File: config.mk
export PLATFORM = sky130hd
export DESIGN_NAME = resp_command_tokenizer_flat
export DESIGN_NICKNAME = d
export VERILOG_FILES = /design/src/hw/rtl/rtc_pkg.sv /design/src/hw/rtl/rtc_channels_if.sv /design/src/hw/rtl/resp_command_tokenizer.sv /design/src/hw/rtl/rtc_front.sv /design/src/hw/rtl/rtc_queue.sv /design/src/hw/rtl/rtc_back.sv /design/src/flat_wrapper.sv
export SDC_FILE = /design/constraint.sdc
export NUM_CORES = 1
export LEC_CHECK = 0
export BUFFER_PORTS_ARGS = -buffer_cell sky130_fd_sc_hd__buf_2
export CAP_MARGIN = 20
export CORE_ASPECT_RATIO = 1.5
export CORE_UTILIZATION = 50
export DETAILED_ROUTE_END_ITERATION = 8
export GPL_TIMING_DRIVEN = 0
export PLACE_DENSITY_LB_ADDON = 0.15
export SYNTH_ARGS = -nofsm -noshare
export SYNTH_HDL_FRONTEND = slang
export SYNTH_HIERARCHICAL = 1
export SYNTH_SLANG_ARGS = --single-unit
File: constraint.sdc
create_clock -name clk -period 4.5 [get_ports clk]
set_clock_uncertainty 0.15 [all_clocks]
set_input_delay 0.9 -clock clk [delete_from_list [all_inputs] [get_ports clk]]
set_output_delay 0.9 -clock clk [all_outputs]
set_load 0.01 [all_outputs]
File: src/hw/rtl/rtc_pkg.sv
`timescale 1ns / 1ps
// shared types and constants of the resp command tokenizer
// no dependencies
package rtc_pkg;

	localparam int QUEUE_DEPTH = 4;

	localparam logic [7:0] CHR_STAR   = 8'h2A;
	localparam logic [7:0] CHR_DOLLAR = 8'h24;
	localparam logic [7:0] CHR_CR     = 8'h0D;
	localparam logic [7:0] CHR_LF     = 8'h0A;
	localparam logic [7:0] CHR_PLUS   = 8'h2B;
	localparam logic [7:0] CHR_MINUS  = 8'h2D;
	localparam logic [7:0] CHR_SPACE  = 8'h20;
	localparam logic [7:0] CHR_TAB    = 8'h09;
	localparam logic [7:0] CHR_ZERO   = 8'h30;
	localparam logic [7:0] CHR_NINE   = 8'h39;
	localparam logic [1:0] SKIP_BYTES = 2'd2;

	typedef enum logic [1:0] {
		KIND_BYTE = 2'd0,
		KIND_TEND = 2'd1,
		KIND_MEND = 2'd2
	} kind_t;

	typedef enum logic [1:0] {
		ST_OK     = 2'd0,
		ST_FORMAT = 2'd1,
		ST_TRUNC  = 2'd2
	} status_t;

	// the results one input item causes, always in this order
	typedef struct packed {
		logic       has_byte;
		logic [7:0] tbyte;
		logic       has_tend;
		logic       has_mend;
		status_t    status;
	} bundle_t;

	typedef struct packed {
		logic    valid;
		bundle_t data;
	} push_t;

	typedef struct packed {
		logic    empty;
		bundle_t data;
	} head_t;

	function automatic logic is_space(input logic [7:0] b);
		return (b == CHR_SPACE) || (b >= CHR_TAB && b <= CHR_CR);
	endfunction

	function automatic logic is_digit(input logic [7:0] b);
		return (b >= CHR_ZERO) && (b <= CHR_NINE);
	endfunction

endpackage

File: src/hw/rtl/rtc_channels_if.sv
`timescale 1ns / 1ps
// valid/ready channels for command bytes and tokenizer results
// depends on rtc_pkg
interface rtc_cmd_if;
	logic       valid;
	logic       ready;
	logic [7:0] data_byte;
	logic       byte_present;
	logic       message_end;

	modport source(output valid, data_byte, byte_present, message_end, input ready);
	modport sink(input valid, data_byte, byte_present, message_end, output ready);
endinterface

interface rtc_tok_if;
	logic            valid;
	logic            ready;
	rtc_pkg::kind_t   kind;
	logic [7:0]      token_byte;
	rtc_pkg::status_t status;
	logic            last_of_run;

	modport source(output valid, kind, token_byte, status, last_of_run, input ready);
	modport sink(input valid, kind, token_byte, status, last_of_run, output ready);
endinterface

File: src/hw/rtl/resp_command_tokenizer.sv
`timescale 1ns / 1ps
// top level of the resp command tokenizer: front parser, bundle queue, back unpacker
// depends on rtc_pkg, rtc_channels_if, rtc_front, rtc_queue, rtc_back
//
//  channel  dir  payload                                       per transfer
//  cmd      in   data_byte, byte_present, message_end          one line byte or end
//  tok      out  kind, token_byte, status, last_of_run         one result
//
// the front parser takes one item a cycle while the queue is not full, its state
// updated in the same cycle; each result leaves through the output register; an
// item with two or three results holds the back end, a four-entry queue absorbs this
// reset clears parser state, queue pointers and output valid at once
// a stall on tok fills the queue and then drops cmd.ready
module resp_command_tokenizer #(
	parameter int NUMBER_BITS = 31
) (
	input  logic      clk,
	input  logic      arst_n,
	rtc_cmd_if.sink   cmd,
	rtc_tok_if.source tok
);
	import rtc_pkg::*;

	push_t push;
	head_t head;
	logic  q_full;
	logic  pop;

	rtc_front #(
		.NUMBER_BITS(NUMBER_BITS)
	) u_front (
		.clk   (clk),
		.arst_n(arst_n),
		.cmd   (cmd),
		.push  (push),
		.q_full(q_full)
	);

	rtc_queue u_queue (
		.clk   (clk),
		.arst_n(arst_n),
		.push  (push),
		.full  (q_full),
		.pop   (pop),
		.head  (head)
	);

	rtc_back u_back (
		.clk   (clk),
		.arst_n(arst_n),
		.head  (head),
		.pop   (pop),
		.tok   (tok)
	);

endmodule

File: src/hw/rtl/rtc_front.sv
`timescale 1ns / 1ps
// front end: takes one command byte a cycle unless the queue is full, parses resp
// or whitespace form, pushes its results as one bundle; depends on rtc_pkg, rtc_cmd_if
module rtc_front #(
	parameter int NUMBER_BITS = 31
) (
	input  logic           clk,
	input  logic           arst_n,
	rtc_cmd_if.sink        cmd,
	output rtc_pkg::push_t push,
	input  logic           q_full
);
	import rtc_pkg::*;

	localparam int NB = NUMBER_BITS;
	localparam int WB = NUMBER_BITS + 4;

	typedef enum logic [1:0] {MODE_WAIT, MODE_WS, MODE_RESP} mode_t;
	typedef enum logic [2:0] {
		PH_CNT_NUM, PH_CNT_LF, PH_DOLLAR, PH_LEN_NUM,
		PH_LEN_LF, PH_PAYLOAD, PH_SKIP, PH_DONE
	} phase_t;

	mode_t           mode_q, n_mode;
	phase_t          phase_q, n_phase;
	logic [NB-1:0]   acc_q, n_acc;
	logic [NB-1:0]   elems_q, n_elems;
	logic [NB-1:0]   bytes_q, n_bytes;
	logic [1:0]      skip_q, n_skip;
	logic            digit_q, n_digit;
	logic            sign_q, n_sign;
	logic            neg_q, n_neg;
	logic            tail_q, n_tail;
	logic            word_q, n_word;
	logic            err_q, n_err;

	logic            take;
	logic            drop_b;
	logic [7:0]      b;
	logic [WB-1:0]   wide;
	logic [WB-1:0]   v;
	logic [NB-1:0]   el_dec;
	logic [NB-1:0]   bl_dec;
	logic [1:0]      sk_dec;
	bundle_t         bun;

	assign cmd.ready = !q_full;
	assign take      = cmd.valid && cmd.ready;
	assign b         = cmd.data_byte;
	assign wide      = WB'(acc_q);
	assign v         = (wide << 3) + (wide << 1) + WB'(b[3:0]);
	assign el_dec    = (elems_q != '0) ? elems_q - NB'(1) : '0;
	assign bl_dec    = (bytes_q != '0) ? bytes_q - NB'(1) : '0;
	assign sk_dec    = (skip_q != 2'd0) ? skip_q - 2'd1 : 2'd0;

	always_comb begin
		n_mode  = mode_q;
		n_phase = phase_q;
		n_acc   = acc_q;
		n_elems = elems_q;
		n_bytes = bytes_q;
		n_skip  = skip_q;
		n_digit = digit_q;
		n_sign  = sign_q;
		n_neg   = neg_q;
		n_tail  = tail_q;
		n_word  = word_q;
		n_err   = err_q;
		drop_b  = 1'b0;
		bun     = '{has_byte: 1'b0, tbyte: 8'd0, has_tend: 1'b0, has_mend: 1'b0,
			status: ST_OK};

		if (cmd.byte_present) begin
			if (mode_q == MODE_WAIT) begin
				if (b == CHR_STAR) begin
					n_mode  = MODE_RESP;
					n_phase = PH_CNT_NUM;
					drop_b  = 1'b1;
				end else begin
					n_mode = MODE_WS;
				end
			end
			if (!drop_b) begin
				if (n_mode == MODE_WS) begin
					if (is_space(b)) begin
						if (word_q) begin
							bun.has_tend = 1'b1;
							n_word       = 1'b0;
						end
					end else begin
						bun.has_byte = 1'b1;
						bun.tbyte    = b;
						n_word       = 1'b1;
					end
				end else if (!err_q) begin
					case (phase_q)
						PH_CNT_NUM, PH_LEN_NUM: begin
							if (b == CHR_CR) begin
								n_phase = phase_t'(phase_q + 3'd1);
							end else if (!digit_q) begin
								if (is_digit(b)) begin
									n_acc   = NB'(b[3:0]);
									n_digit = 1'b1;
								end else if (!sign_q && is_space(b)) begin
									n_acc = acc_q;
								end else if (!sign_q && (b == CHR_PLUS || b == CHR_MINUS)) begin
									n_sign = 1'b1;
									n_neg  = (b == CHR_MINUS);
								end else begin
									n_err = 1'b1;
								end
							end else if (!tail_q) begin
								if (is_digit(b)) begin
									if (v[WB-1:NB] != '0)
										n_err = 1'b1;
									else
										n_acc = v[NB-1:0];
								end else begin
									n_tail = 1'b1;
								end
							end
						end
						PH_CNT_LF: begin
							if (b != CHR_LF || !digit_q) begin
								n_err = 1'b1;
							end else begin
								if (neg_q || acc_q == '0) begin
									n_phase = PH_DONE;
								end else begin
									n_elems = acc_q;
									n_phase = PH_DOLLAR;
								end
								n_acc   = '0;
								n_digit = 1'b0;
								n_sign  = 1'b0;
								n_neg   = 1'b0;
								n_tail  = 1'b0;
							end
						end
						PH_LEN_LF: begin
							if (b != CHR_LF || !digit_q || (neg_q && acc_q != '0)) begin
								n_err = 1'b1;
							end else begin
								n_bytes = acc_q;
								if (acc_q == '0) begin
									bun.has_tend = 1'b1;
									n_elems      = el_dec;
									if (el_dec == '0) begin
										n_phase = PH_DONE;
									end else begin
										n_skip  = SKIP_BYTES;
										n_phase = PH_SKIP;
									end
								end else begin
									n_phase = PH_PAYLOAD;
								end
								n_acc   = '0;
								n_digit = 1'b0;
								n_sign  = 1'b0;
								n_neg   = 1'b0;
								n_tail  = 1'b0;
							end
						end
						PH_DOLLAR: begin
							if (b == CHR_DOLLAR)
								n_phase = PH_LEN_NUM;
							else
								n_err = 1'b1;
						end
						PH_PAYLOAD: begin
							bun.has_byte = 1'b1;
							bun.tbyte    = b;
							n_bytes      = bl_dec;
							if (bl_dec == '0) begin
								bun.has_tend = 1'b1;
								n_elems      = el_dec;
								if (el_dec == '0) begin
									n_phase = PH_DONE;
								end else begin
									n_skip  = SKIP_BYTES;
									n_phase = PH_SKIP;
								end
							end
						end
						PH_SKIP: begin
							n_skip = sk_dec;
							if (sk_dec == 2'd0)
								n_phase = (elems_q != '0) ? PH_DOLLAR : PH_DONE;
						end
						default: begin
							n_phase = phase_q;
						end
					endcase
				end
			end
		end

		if (cmd.message_end) begin
			bun.has_mend = 1'b1;
			if (n_mode == MODE_WS) begin
				if (n_word)
					bun.has_tend = 1'b1;
			end else if (n_mode == MODE_RESP) begin
				if (n_err || n_phase <= PH_LEN_LF)
					bun.status = ST_FORMAT;
				else if (n_phase == PH_PAYLOAD)
					bun.status = ST_TRUNC;
			end
			n_mode  = MODE_WAIT;
			n_phase = PH_CNT_NUM;
			n_acc   = '0;
			n_elems = '0;
			n_bytes = '0;
			n_skip  = 2'd0;
			n_digit = 1'b0;
			n_sign  = 1'b0;
			n_neg   = 1'b0;
			n_tail  = 1'b0;
			n_word  = 1'b0;
			n_err   = 1'b0;
		end
	end

	assign push.valid = take && (bun.has_byte || bun.has_tend || bun.has_mend);
	assign push.data  = bun;

	always_ff @(posedge clk or negedge arst_n) begin
		if (!arst_n) begin
			mode_q  <= MODE_WAIT;
			phase_q <= PH_CNT_NUM;
			acc_q   <= '0;
			elems_q <= '0;
			bytes_q <= '0;
			skip_q  <= 2'd0;
			digit_q <= 1'b0;
			sign_q  <= 1'b0;
			neg_q   <= 1'b0;
			tail_q  <= 1'b0;
			word_q  <= 1'b0;
			err_q   <= 1'b0;
		end else if (take) begin
			mode_q  <= n_mode;
			phase_q <= n_phase;
			acc_q   <= n_acc;
			elems_q <= n_elems;
			bytes_q <= n_bytes;
			skip_q  <= n_skip;
			digit_q <= n_digit;
			sign_q  <= n_sign;
			neg_q   <= n_neg;
			tail_q  <= n_tail;
			word_q  <= n_word;
			err_q   <= n_err;
		end
	end

	a_end_resets: assert property (@(posedge clk) disable iff (!arst_n)
		take && cmd.message_end |=> mode_q == MODE_WAIT && !err_q && !word_q)
		else $error("state not cleared after message end");

	a_err_resp_only: assert property (@(posedge clk) disable iff (!arst_n)
		err_q |-> mode_q == MODE_RESP)
		else $error("error flag outside resp mode");

	a_word_ws_only: assert property (@(posedge clk) disable iff (!arst_n)
		word_q |-> mode_q == MODE_WS)
		else $error("open word outside whitespace mode");

endmodule

File: src/hw/rtl/rtc_queue.sv
`timescale 1ns / 1ps
// short bundle queue between front and back end
// depends on rtc_pkg
module rtc_queue (
	input  logic           clk,
	input  logic           arst_n,
	input  rtc_pkg::push_t push,
	output logic           full,
	input  logic           pop,
	output rtc_pkg::head_t head
);
	import rtc_pkg::*;

	localparam int PW = $clog2(QUEUE_DEPTH);
	localparam int CW = $clog2(QUEUE_DEPTH + 1);

	bundle_t       mem_q [QUEUE_DEPTH];
	logic [PW-1:0] wr_q;
	logic [PW-1:0] rd_q;
	logic [CW-1:0] cnt_q;
	logic          do_pop;

	assign full       = (cnt_q == CW'(QUEUE_DEPTH));
	assign head.empty = (cnt_q == '0);
	assign head.data  = mem_q[rd_q];
	assign do_pop     = pop && !head.empty;

	always_ff @(posedge clk) begin
		if (push.valid)
			mem_q[wr_q] <= push.data;
	end

	always_ff @(posedge clk or negedge arst_n) begin
		if (!arst_n) begin
			wr_q  <= '0;
			rd_q  <= '0;
			cnt_q <= '0;
		end else begin
			if (push.valid)
				wr_q <= wr_q + PW'(1);
			if (do_pop)
				rd_q <= rd_q + PW'(1);
			if (push.valid && !do_pop)
				cnt_q <= cnt_q + CW'(1);
			else if (!push.valid && do_pop)
				cnt_q <= cnt_q - CW'(1);
		end
	end

	a_no_overrun: assert property (@(posedge clk) disable iff (!arst_n)
		!(push.valid && full))
		else $error("push into full queue");

	a_no_underrun: assert property (@(posedge clk) disable iff (!arst_n)
		!(pop && head.empty))
		else $error("pop from empty queue");

endmodule

File: src/hw/rtl/rtc_back.sv
`timescale 1ns / 1ps
// back end: unpacks each bundle into single results behind an output register
// depends on rtc_pkg, rtc_tok_if
module rtc_back (
	input  logic           clk,
	input  logic           arst_n,
	input  rtc_pkg::head_t head,
	output logic           pop,
	rtc_tok_if.source      tok
);
	import rtc_pkg::*;

	logic       out_valid_q;
	kind_t      kind_q;
	logic [7:0] byte_q;
	status_t    status_q;
	logic       last_q;
	logic       sent_byte_q;
	logic       sent_tend_q;

	logic       load;
	logic       rem_byte;
	logic       rem_tend;
	kind_t      n_kind;
	logic       n_last;

	assign load     = (!out_valid_q || tok.ready) && !head.empty;
	assign rem_byte = head.data.has_byte && !sent_byte_q;
	assign rem_tend = head.data.has_tend && !sent_tend_q;

	always_comb begin
		if (rem_byte) begin
			n_kind = KIND_BYTE;
			n_last = !(head.data.has_tend || head.data.has_mend);
		end else if (rem_tend) begin
			n_kind = KIND_TEND;
			n_last = !head.data.has_mend;
		end else begin
			n_kind = KIND_MEND;
			n_last = 1'b1;
		end
	end

	assign pop = load && n_last;

	always_ff @(posedge clk or negedge arst_n) begin
		if (!arst_n) begin
			out_valid_q <= 1'b0;
			sent_byte_q <= 1'b0;
			sent_tend_q <= 1'b0;
		end else if (load) begin
			out_valid_q <= 1'b1;
			if (n_last) begin
				sent_byte_q <= 1'b0;
				sent_tend_q <= 1'b0;
			end else if (rem_byte) begin
				sent_byte_q <= 1'b1;
			end else begin
				sent_tend_q <= 1'b1;
			end
		end else if (tok.ready) begin
			out_valid_q <= 1'b0;
		end
	end

	always_ff @(posedge clk) begin
		if (load) begin
			kind_q   <= n_kind;
			byte_q   <= (n_kind == KIND_BYTE) ? head.data.tbyte : 8'd0;
			status_q <= (n_kind == KIND_MEND) ? head.data.status : ST_OK;
			last_q   <= n_last;
		end
	end

	assign tok.valid       = out_valid_q;
	assign tok.kind        = kind_q;
	assign tok.token_byte  = byte_q;
	assign tok.status      = status_q;
	assign tok.last_of_run = last_q;

	a_mend_is_last: assert property (@(posedge clk) disable iff (!arst_n)
		out_valid_q && kind_q == KIND_MEND |-> last_q)
		else $error("message end not last of its run");

	a_partial_keeps_head: assert property (@(posedge clk) disable iff (!arst_n)
		load && !n_last |=> !head.empty && (sent_byte_q || sent_tend_q))
		else $error("bundle lost before all results sent");

	a_sent_needs_head: assert property (@(posedge clk) disable iff (!arst_n)
		(sent_byte_q || sent_tend_q) |-> !head.empty)
		else $error("partial bundle without queue head");

endmodule
File: src/flat_wrapper.sv
// flat-port wrapper written by rule: the top's interface ports become plain ports
module resp_command_tokenizer_flat import rtc_pkg::*;
#(
	parameter int NUMBER_BITS = 31
)
  (clk, arst_n, cmd_valid, cmd_data_byte, cmd_byte_present, cmd_message_end, cmd_ready, tok_valid, tok_kind, tok_token_byte, tok_status, tok_last_of_run, tok_ready);
  rtc_cmd_if cmd_i ();
  rtc_tok_if tok_i ();
  input  logic clk;
  input  logic arst_n;
  input wire logic [$bits(cmd_i.valid)-1:0] cmd_valid;
  input wire logic [$bits(cmd_i.data_byte)-1:0] cmd_data_byte;
  input wire logic [$bits(cmd_i.byte_present)-1:0] cmd_byte_present;
  input wire logic [$bits(cmd_i.message_end)-1:0] cmd_message_end;
  output wire logic [$bits(cmd_i.ready)-1:0] cmd_ready;
  output wire logic [$bits(tok_i.valid)-1:0] tok_valid;
  output wire logic [$bits(tok_i.kind)-1:0] tok_kind;
  output wire logic [$bits(tok_i.token_byte)-1:0] tok_token_byte;
  output wire logic [$bits(tok_i.status)-1:0] tok_status;
  output wire logic [$bits(tok_i.last_of_run)-1:0] tok_last_of_run;
  input wire logic [$bits(tok_i.ready)-1:0] tok_ready;
  assign cmd_i.valid = cmd_valid;
  assign cmd_i.data_byte = cmd_data_byte;
  assign cmd_i.byte_present = cmd_byte_present;
  assign cmd_i.message_end = cmd_message_end;
  assign cmd_ready = cmd_i.ready;
  assign tok_valid = tok_i.valid;
  assign tok_kind = tok_i.kind;
  assign tok_token_byte = tok_i.token_byte;
  assign tok_status = tok_i.status;
  assign tok_last_of_run = tok_i.last_of_run;
  assign tok_i.ready = tok_ready;
  resp_command_tokenizer #(.NUMBER_BITS(NUMBER_BITS)) u_core (.clk(clk), .arst_n(arst_n), .cmd(cmd_i), .tok(tok_i));
endmodule
======== After elaboration in Yosys (flattened, before gate mapping) ========
Memories as Yosys holds them, arrays and structs flattened.
Cells that the tools add are included.
Widths: inputs -> output; s select.
storage, ports and cells
  logic and storage cells ................. 311
  memories kept ........................... 1
  bits in latches ......................... 0
  memory bits (writable) .................. 52
  flip-flop bits (word level) ............. 129
  memory bits (read-only) ................. 0
  input bits .............................. 14
memory list
  name                  words  width  rd ports  clocked after Yosys merged registers in  write ports  RTL line         RTL
  u_core.u_queue.mem_q  4      13     1         0                                        1            rtc_queue.sv:17  bundle_t mem_q [QUEUE_DEPTH];
operators by class
  multipliers ............................. 0
  $lt $le $gt $ge ......................... 5
  bitwise gates (word level) .............. 0
  reductions and logical operators ........ 66
  multiplexer cells ....................... 169
  divide/modulo/power cells ............... 0
  shifts and indexed selects .............. 0
  $add $sub $neg .......................... 10
  equality and inequality tests ........... 38
operators with widths
  kind                   count
  $mux 31                31
  $pmux 31 s3            2
  $logic_not 31->1       3
  $reduce_bool 31->1     3
  $mux 1                 81
  $pmux 31 s2            1
  $sub 31x1->31 const B  2
  $mux 3                 17
  $mux 2                 22
  $eq 8x6->1 const B     5
  $mux 10                4
  $add 34x32->35         1
  $add 35x4->35          1
  $ne 3x3->1 const B     11
  $reduce_and 13->1      2
  $mux 9                 2
  $pmux 3 s6             1
  $reduce_and 9->1       2
  $ne 4x4->1 const B     4
  $reduce_bool 4->1      4
  $eq 3x3->1 const B     5
  $logic_and 1x1->1      14
  $pmux 1 s3             4
  $logic_not 1->1        11
  other kinds (31)       55

======== Longest topological paths before layout ========
Gate-level depths: netlist of run 1.
  depth in word-level cells ............... 25
  depth in mapped cells ................... 18

======== Modules after synthesis ========
Netlist of run 1, hierarchy kept.
modules (own cells, without submodules)
  module     instances  area each (µm²)  cells each  sequential area each (µm²)
  rtc_front  1          9829.4           1244        2652.5
  rtc_queue  1          2306.0           103         1736.7
  rtc_back   1          676.9            47          465.4

======== Worst setup path after synthesis of run 1 ========
No wires, ideal clock.
  kind .................................... reg2reg
  start point ............................. reg u_core.u_front.bytes_q[0]
  end point ............................... reg u_core.u_queue.cnt_q[2]
  arrival ................................. 4.576 ns
  slack ................................... -0.305 ns
  stages on the path, launching flop included .. 19
  buffers on the path ..................... 1
  setup time .............................. 0.079 ns
  cells stage by stage .................... dfrtp_1 inv_1 ha_1 or4b_2 clkbuf_1 nor3b_1 o211ai_1 a2111oi_0 o2111ai_1 o31ai_1 a22oi_1 o41ai_1 o311a_1 ha_1 inv_1 fa_1 xor2_1 nor2_1 xor2_1
RTL lines
  what                    RTL line          RTL
  from (decl)             rtc_front.sv:28   logic [NB-1:0] bytes_q, n_bytes;
  from (signal assigned)  rtc_front.sv:246  bytes_q <= n_bytes;
  to (signal assigned)    rtc_queue.sv:44   cnt_q <= cnt_q + CW'(1);
  to (signal assigned)    rtc_queue.sv:46   cnt_q <= cnt_q - CW'(1);
  to (decl)               rtc_queue.sv:20   logic [CW-1:0] cnt_q;

==> results.toml, run 1 <==
[floorplan]
ios = 29
die_x_um = 133
core_area_sq_um = 25100
dieArea_sq_um = 26300
start_util_pct = 51.0
rows = 71
die_h_um = 198

[layout]
multi_input_area_sq_um = 7760
n_antenna_cell = 0
design_area_sq_um = 14600
final_nets = 1564
areaGrowthSynthToFinish_pct = 14.2
seqCellArea_sq_um = 4860
final_util_pct = 58.2
nFillCells = 2220
drive_gt1_share_pct = 15.0

[drt]
drt_iter0_drc = 1032
wirelength_mm = 42.0
drtAntennaViolNets = 0
wl_per_cell_um = 23.1
first_pass_iters = 5
routed_via_density = 6.51
vias = 11800
post-route-drc-count = 0

[power]
p_leak_nw = 6.23
vdd_drop_max_v = 0.000341
p_per_area_nw_per_um2 = 462

[timing]
slew_violations = 0
max_freq_mhz = 216
setup_violations = 2
timing.final.hold_violations = 0
setup_slack_ns = -0.129
tns_ns = -0.175
final.min_clock_period_ns = 4.63
rsz0062_at_grt = "true"
tightest_slew_ns = 0.835
slew_headroom_pct = 44.3
final.period_utilization_pct = 103

[place]
port-buffer-count = 27
dpl.hpwl_mm = 31.0
post-place-ws_ns = -1.17
dpl_cell_area_sq_um = 13400
gp_congestion = 1.02

[global_route]
grt_pass1_vias = 11600
grt_overflow = 0
grt_pass1_wl_mm = 65.3
grtUsageTotal_pct = 32.8
antenna_found_initial = 0
grt_max_degree = 70

[setup_path]
cp.required_ns = 4.72
crit_arrival_ns = 4.85
path_buf_inv = 2
ff2ff_path_depth = 17
path_class = "reg -> reg"
regToRegStartpoint = "u_core/u_front/bytes_q[0]$_DFFE_PN0P_"
critical_path.top_delay_family = "compound AO/OA/AOI/OAI gates"
slowest_delay_ns = 0.51
endpoint_kind = "register"
critPathSlowestCell = "or4b_4"
setup.worst_path.start_class = "register"
cp_cell_sequence = "inv_4 -> ha_4 -> or4b_4 -> nor3b_2 -> o211ai_1 -> a2111oi_4 -> o2111ai_2 -> o31ai_4 -> a22oi_2 -> o41ai_2 -> o311a_1 -> ha_2 -> inv_2 -> fa_2 -> xor2_1 -> nor2_1 -> xor2_1"
r2r-end = "u_core/u_queue/cnt_q[2]$_DFFE_PN0P_"
crit_top_cell = "xor2_1"
cp_max_fo = 5
rrSetupSlack_ns = -0.13

[cts]
cts_made_buffers = 17
insertion_delay_ns = 0.46
root_buffer = "clkbuf_16"
cts_tree = "built"
clkSinkCount = 181
clockBufferDepth = 2
h-tree-depth = 4
clkSlewWorstSetupHoldPaths_ns = 0.07

[logic_synthesis]
ys_seq_area_share_pct = 37.9
synth_cell_type_count = 85
async_flop_share_pct = 64.1
yosys_most_used_dff = "dfrtp_1"
netlist_area_sq_um = 12800
synth.top_cells.by_count = "nor2_1, dfrtp_1, a21oi_1, nand2_1, o21ai_0"
synth.ff_latch_count = 181
syn_avg_cell_area_sq_um = 9.19
synth_top_area_cell = "dfrtp_1"
syn_nets = 1486
synth_most_common_cell = "nor2_1"
synth_edf_count = 65
synth_top_area_share_pct = 22.7
syn_inst = 1394
yosysWarnings = 6
synth.area.top_cells = "dfrtp_1, edfxtp_1, ha_1, a21oi_1, o21ai_0"

[worst_hold_path]
hold_class = "in -> async"

[run_status]
status = "complete, but fails checks"
failed_checks = "setup timing"

[flow_run]
maxCapViolations = 0
-- area by class of cell --
type                            count  share of cell area, %
Multi-Input combinational cell   1093                   53.0
Sequential cell                   181                   33.2
Timing Repair Buffer               65                   3.33
Clock buffer                       19                   2.96
Tap cell                          328                   2.80
Buffer                             76                   2.68
Clock inverter                     13                   1.03
Inverter                           38                  0.992
-- kinds of logic (layout without fill, tap and decap cells) --
family          Yosys count  in the layout  share of synthesized area (%)
simple gates            517            517                           21.0
flops                   181            181                           37.9
xor+xnor                 59             59                           4.03
buf+inv                 120            211                           4.04
fa+ha+maj                78             78                           7.79
mux                      49             49                           5.55
compound gates          390            390                           19.7
-- worst max-delay path by stage --
stage               cells past startpoint                                    from                                   to
floorplan                              17   u_core/u_front/bytes_q[7]$_DFFE_PN0P_  u_core/u_queue/cnt_q[2]$_DFFE_PN0P_
global placement                       17   u_core/u_front/bytes_q[0]$_DFFE_PN0P_  u_core/u_queue/cnt_q[2]$_DFFE_PN0P_
detailed placement                     17   u_core/u_front/bytes_q[0]$_DFFE_PN0P_  u_core/u_queue/cnt_q[2]$_DFFE_PN0P_
CTS                                    18   u_core/u_front/bytes_q[0]$_DFFE_PN0P_  u_core/u_queue/cnt_q[2]$_DFFE_PN0P_
global route                           17  u_core/u_front/bytes_q[14]$_DFFE_PN0P_  u_core/u_queue/cnt_q[2]$_DFFE_PN0P_
finish                                 17   u_core/u_front/bytes_q[0]$_DFFE_PN0P_  u_core/u_queue/cnt_q[2]$_DFFE_PN0P_
-- where the power goes --
part	total [mW]	switching, mW	internal, mW
clock network	1.51	0.686	0.827
logic	3.07	1.80	1.26
registers	2.18	0.188	1.99
-- layout by cell type (no fill, tap or decap), drive strengths merged, types with 12 or more instances in the layout --
cell / synthesis / layout
a21o: 22 / 22
a21oi: 106 / 106
a22oi: 19 / 19
and2: 29 / 29
buf: 17 / 81
clkbuf: 65 / 78
dfrtp: 116 / 116
edfxtp: 65 / 65
ha: 75 / 75
inv: 38 / 42
mux2: 31 / 31
mux4: 13 / 13
nand2: 106 / 106
nand3: 23 / 23
nand4: 25 / 25
nor2: 129 / 129
nor2b: 16 / 16
nor3: 55 / 55
nor4: 35 / 35
o21ai: 99 / 99
o31ai: 35 / 35
or2: 12 / 12
or3: 18 / 18
xnor2: 26 / 26
xor2: 33 / 33
-- routing by layer --
layer	up-vias	share of wire, %	GRT usage [%]
li1	5394	-	-
met1	5696	36	34.9
met2	551	52	60.4
met3	161	5.6	4.22
met4	0	6.2	21.6
met5	-	0	0
-- registers in the layout, summed over array words and instances (netlist names), 2 cells and up --
signal,cells
u_core/u_queue/mem_q,52
u_core/u_front/acc_q,31
u_core/u_front/bytes_q,31
u_core/u_front/elems_q,31
u_core/u_back/tok.token_byte,8
u_core/u_front/phase_q,3
u_core/u_queue/cnt_q,3
u_core/u_back/tok.kind,2
u_core/u_back/tok.status,2
u_core/u_front/mode_q,2
u_core/u_front/skip_q,2
u_core/u_queue/rd_q,2
u_core/u_queue/wr_q,2
-- metrics by stage --
stage / power (mW) / hold WS (ns) / cells
6_report: 6.76 / 0.299 / 1813
5_1_grt: 7.11 / 0.347 / 1813
4_1_cts: 6.52 / 0.317 / 1794
3_5_place_dp: 4.85 / 0.334 / 1750
3_3_place_gp: 4.81 / 0.324 / 1749
2_1_floorplan: 4.07 / 0.297 / 1394
-- what timing repair did --
action,in CTS,in global routing
endpoints found under the hold margin,0,0
resized for setup,43,31
gates cloned,1,0
buffers inserted,14,22
endpoints found under the setup margin,132,101
pin swaps,18,21
hold buffers,0,0
(Power assumes the default switching activity.)
==> run 2: changes to the inputs <==
- CORE_UTILIZATION: 50 -> 58
- RECOVER_POWER: unset -> 50
==> run 2 against run 1 <==
- sequential cell count is the same
- sequential power is essentially flat
- design area is essentially flat
- first-iteration DRC count shrank 2.2%
- count of clock-buffer cells in the layout shrank 2
- non-clock buffer count grew 6
- register-to-register slack gained 0.21 ns
- core utilization grew 9.4 points
- largest cell class unchanged
- critical endpoint is now u_core/u_front/acc_q[29]$_DFFE_PN0P_
- the flow finishes with violations (capacitance limit, slew limit)
- die area shrank 14%
==> results.toml, run 2 (synthesis gave the netlist of run 1 again) <==
[run_status]
status = "complete, but fails checks"
failed_checks = "capacitance limit, slew limit"

[setup_path]
cp.required_ns = 4.67
crit_arrival_ns = 4.67
setup.worst_path.start_class = "input pin"
endpoint_kind = "register"
cp_max_fo = 8
worstSetupStartpoint = "cmd_data_byte[3]"
path_class = "in -> reg"
regToRegStartpoint = "u_core/u_front/acc_q[0]$_DFFE_PN0P_"

[layout]
final_common_cell = "nor2_1"
drive_gt1_share_pct = 14.2
n_antenna_cell = 0
areaGrowthSynthToFinish_pct = 14.2
nFillCells = 1766
top_register = "u_core/u_queue/mem_q"
layout_common_cells = "nor2_1, dfrtp_1, a21oi_1, nand2_1, o21ai_0"
largest_reg_flops = 52
final_nets = 1570

[place]
dpl.hpwl_mm = 29.7
gp_congestion = 0.993
port-buffer-count = 27

[drt]
top_layer_used = "met4"
routed_via_density = 6.78
drtAntennaViolNets = 0
drt_iter0_drc = 1009
wl_met2_mm = 20.3
wirelength_mm = 40.8
first_pass_iters = 6
wl_per_cell_um = 23.2
wl_met1_mm = 14.9
post-route-drc-count = 0
wl_met3_mm = 2.44
vias = 11900

[floorplan]
ios = 29
start_util_pct = 59.2
dieArea_sq_um = 22700
die_x_um = 123
rows = 66
die_h_um = 184
core_area_sq_um = 21600

[timing]
rsz0062_at_grt = "true"
final.min_clock_period_ns = 4.50
slew_headroom_pct = -34.4
whs_ns = 0.333
final.period_utilization_pct = 99.9
tightest_slew_ns = 2.02
timing.final.hold_violations = 0
slew_violations = 32
max_freq_mhz = 222
setup_violations = 0

[global_route]
grt_max_degree = 86
grtUsageTotal_pct = 37.1
grt_overflow = 0
antenna_found_initial = 0
grt_pass1_wl_mm = 63.4
grt_pass1_vias = 11700

[cts]
h-tree-depth = 4
cts_made_buffers = 17
cts_tree = "built"
clockBufferDepth = 2
clkSlewWorstSetupHoldPaths_ns = 0.07
insertion_delay_ns = 0.44
clkSinkCount = 181
root_buffer = "clkbuf_16"
cts_hold_buf = 0

[worst_hold_path]
hold_class = "reg -> reg"
worstHoldStart = "u_core/u_queue/cnt_q[2]$_DFFE_PN0P_"

[power]
power_mw = 6.73
p_leak_nw = 6.22
vdd_drop_max_v = 0.000271
p_per_area_nw_per_um2 = 460

[flow_run]
maxCapViolations = 1
-- run 2: routing by layer --
metal	vias to the layer above	track usage, %
li1	5425	-
met1	5780	40.7
met2	536	63.8
met3	206	5.92
met4	0	27.0
met5	-	0
-- run 2: power breakdown --
| group | internal [mW] | switching, mW |
|---|---|---|
| logic | 1.18 | 1.84 |
| clock network | 0.878 | 0.676 |
| registers | 1.99 | 0.171 |
-- run 2: per-stage QoR --
step / instances / utilization [%] / TNS, ns / setup WS [ns] / cell area [sq um]
3_3_place_gp: 1693 / 61.6 / -121.17 / -1.77 / 13300
2_1_floorplan: 1394 / - / 0 / 0.0157 / 12900
4_1_cts: 1750 / 66.7 / 0 / 0.000311 / 14400
3_5_place_dp: 1695 / 61.8 / -94.85 / -1.11 / 13400
6_report: 1762 / 67.6 / 0 / 0.00300 / 14600
5_1_grt: 1762 / 67.6 / -0.161 / -0.0413 / 14600
-- run 2: final cells by class --
cell class	instances	area, sq um	area share (%)
plain buffers	77	382	2.61
clock buffers	17	425	2.91
clock inverters	14	174	1.19
inverters	38	145	0.992
multi-input cells	1093	7820	53.4
flip-flops and latches	181	4860	33.2
well taps	272	340	2.33
repair buffers	70	484	3.31
-- run 2: path summary, 6_finish.rpt --
path                                                          endpoint  slack (ns)  cells past startpoint
max in group asynchronous       u_core/u_front/bytes_q[15]$_DFFE_PN0P_        2.02                      1
min in group asynchronous        u_core/u_front/phase_q[2]$_DFFE_PN0P_        0.87                      1
worst max register to register    u_core/u_front/acc_q[29]$_DFFE_PN0P_        0.08                     15
worst max-delay path              u_core/u_front/acc_q[29]$_DFFE_PN0P_       0.003                     16
worst min-delay path               u_core/u_queue/cnt_q[2]$_DFFE_PN0P_        0.33                      1
worst min register to register     u_core/u_queue/cnt_q[2]$_DFFE_PN0P_        0.33                      1
-- run 2: repair_timing --
item / in CTS / in global routing
pin swaps: 23 / 26
setup endpoints to repair: 130 / 112
cloned: 1 / 0
buffers inserted: 27 / 16
resized for setup: 55 / 40
-- run 2: critical path, stage by stage --
cell and delay, ns:
buf_8 0.11, inv_2 0.06, fa_2 0.57, fa_2 0.32
nor2b_4 0.07, o31a_1 0.34, o21ba_4 0.21, or3_4 0.36
a21o_4 0.22, a211o_1 0.27, a211oi_2 0.21, buf_4 0.21
a31o_4 0.24, buf_6 0.12, buf_12 0.12, mux2_2 0.33
==> run 3: changes to the inputs <==
- BUFFER_PORTS_ARGS: -buffer_cell sky130_fd_sc_hd__buf_2 -> unset
- CORE_UTILIZATION: 58 -> 59
- DONT_BUFFER_PORTS: unset -> 1
==> run 3 against run 2 <==
- the flow finishes with violations (capacitance limit, slew limit, setup timing)
- combinational power fell by 5%
- via count is 0.60% lower
- worst hold slack lost 0.0018 ns
- non-clock buffer count fell by 33
- maximum frequency fell by 2.6%
- total power decreased by 2.5%
==> results.toml, run 3 (synthesis gave the netlist of run 1 again) <==
[flow_run]
maxCapViolations = 2

[layout]
top_register = "u_core/u_queue/mem_q"
multi_input_area_sq_um = 7730
final_nets = 1537
stdcell_count = 1726
nFillCells = 1775
areaGrowthSynthToFinish_pct = 11.5
seqCellArea_sq_um = 4860
final_common_cell = "nor2_1"
largest_reg_flops = 52
drive_gt1_share_pct = 12.6
n_antenna_cell = 0
layout_common_cells = "nor2_1, dfrtp_1, a21oi_1"

[drt]
first_pass_iters = 7
post-route-drc-count = 0
vias = 11900
drtAntennaViolNets = 0
drt_iter0_drc = 1131
routed_via_density = 6.88
wirelength_mm = 41.6
wl_per_cell_um = 24.1

[cts]
insertion_delay_ns = 0.45
cts_made_buffers = 17
h-tree-depth = 4
cts_tree = "built"
clockBufferDepth = 2
clkSinkCount = 181
clkSlewWorstSetupHoldPaths_ns = 0.07
root_buffer = "clkbuf_16"

[timing]
tightest_slew_ns = 2.39
slew_headroom_pct = -59.6
timing.final.hold_violations = 0
setup_violations = 2
final.period_utilization_pct = 103
max_freq_mhz = 217
setup_slack_ns = -0.116
slew_violations = 117
rsz0062_at_grt = "true"
whs_ns = 0.331
final.min_clock_period_ns = 4.62

[setup_path]
endpoint_kind = "register"
path_class = "reg -> reg"
setup.worst_path.start_class = "register"
rrSetupSlack_ns = -0.12
cp_max_fo = 7
crit_arrival_ns = 4.83
regToRegStartpoint = "u_core/u_front/bytes_q[20]$_DFFE_PN0P_"
ff2ff_path_depth = 15
cp.required_ns = 4.71
crit_path_end = "u_core/u_queue/cnt_q[2]$_DFFE_PN0P_"
worstSetupStartpoint = "u_core/u_front/bytes_q[20]$_DFFE_PN0P_"
r2r-end = "u_core/u_queue/cnt_q[2]$_DFFE_PN0P_"

[floorplan]
core_area_sq_um = 21100
start_util_pct = 60.6
die_h_um = 182
dieArea_sq_um = 22300
die_x_um = 122
ios = 29
rows = 65

[power]
p_leak_nw = 6.05
p_per_area_nw_per_um2 = 460
power_mw = 6.57
vdd_drop_max_v = 0.000273

[global_route]
grt_pass1_wl_mm = 64.3
grt_max_degree = 88
antenna_found_initial = 0
grt_pass1_vias = 11900
grt_overflow = 0
grtUsageTotal_pct = 38.4

[run_status]
failed_checks = "capacitance limit, slew limit, setup timing"
status = "complete, but fails checks"

[place]
port-buffer-count = 0
gp_congestion = 0.992
placed_cells = 1662
post-place-ws_ns = -1.13
dpl.hpwl_mm = 29.9

[worst_hold_path]
worstHoldStart = "u_core/u_queue/cnt_q[2]$_DFFE_PN0P_"
hold_class = "reg -> reg"
run 3: cell types whose count changed in the layout (fill, tap and decap cells not counted), sizes merged:
cell / before / now
dlygate4sd3: 0 / 1
clkinvlp: 1 / 3
bufinv: 3 / 1
inv: 43 / 46
clkinv: 5 / 1
buf: 63 / 47
clkbuf: 101 / 85
run 3: layout make-up:
cell class / instances / share of cell area, %
multi-input combinational: 1093 / 54.1
sequential: 181 / 34.0
clock buffer: 19 / 3.03
buffer: 77 / 2.51
tap: 268 / 2.35
timing repair buffer: 37 / 2.01
inverter: 38 / 1.02
clock inverter: 13 / 0.955
run 3: per-layer routing:
layer / global-route usage [%] / up-vias / part of all wire (%)
li1: - / 5368 / -
met5: 0 / - / 0
met2: 66.4 / 554 / 50
met4: 29.6 / 0 / 7.6
met1: 41.6 / 5757 / 36
met3: 5.22 / 196 / 6.6
run 3: repair_timing:
action / 4_1_cts / 5_1_grt
hold endpoints to repair: 87 / 0
buffers inserted: 24 / 12
endpoints found under the setup margin: 130 / 102
resized for setup: 42 / 27
hold buffers: 3 / 0
pin swaps: 12 / 16
run 3: through the flow:
step | utilization, % | instance area, sq um | setup TNS (ns)
6_report | 67.5 | 14300 | -0.205
3_5_place_dp | 62.4 | 13200 | -88.09
2_1_floorplan | - | 12900 | 0
3_3_place_gp | 62.4 | 13200 | -90.22
5_1_grt | 67.5 | 14300 | -0.407
4_1_cts | 66.9 | 14100 | -0.0579
run 3: how the worst min path moves through the flow:
stage,slack (ns),cells after the start,to
6_report,0.33,1,u_core/u_queue/cnt_q[2]$_DFFE_PN0P_
5_1_grt,0.36,1,u_core/u_queue/cnt_q[2]$_DFFE_PN0P_
4_1_cts,0.13,1,u_core/u_front/bytes_q[14]$_DFFE_PN0P_
2_1_floorplan,0.30,1,u_core/u_queue/cnt_q[2]$_DFFE_PN0P_
3_3_place_gp,0.32,1,u_core/u_queue/cnt_q[2]$_DFFE_PN0P_
3_5_place_dp,0.33,1,u_core/u_queue/cnt_q[2]$_DFFE_PN0P_
run 3: critical path, stage by stage (launching register included):
cell and delay [ns]:
dfrtp_1 0.40, or4_4 0.61, or4_4 0.46, nor4_4 0.40
xnor2_2 0.13, nand3b_1 0.21, o31ai_4 0.37, a22oi_2 0.15
o41ai_2 0.39, o311a_1 0.27, ha_2 0.21, inv_2 0.04
fa_2 0.34, xor2_1 0.14, nor2_1 0.11, xor2_1 0.15
run 3: report_power, final:
| part | internal [mW] | switching, mW |
|---|---|---|
| logic | 1.13 | 1.75 |
| clock network | 0.782 | 0.696 |
| registers | 1.99 | 0.220 |
| total | 3.91 | 2.66 |
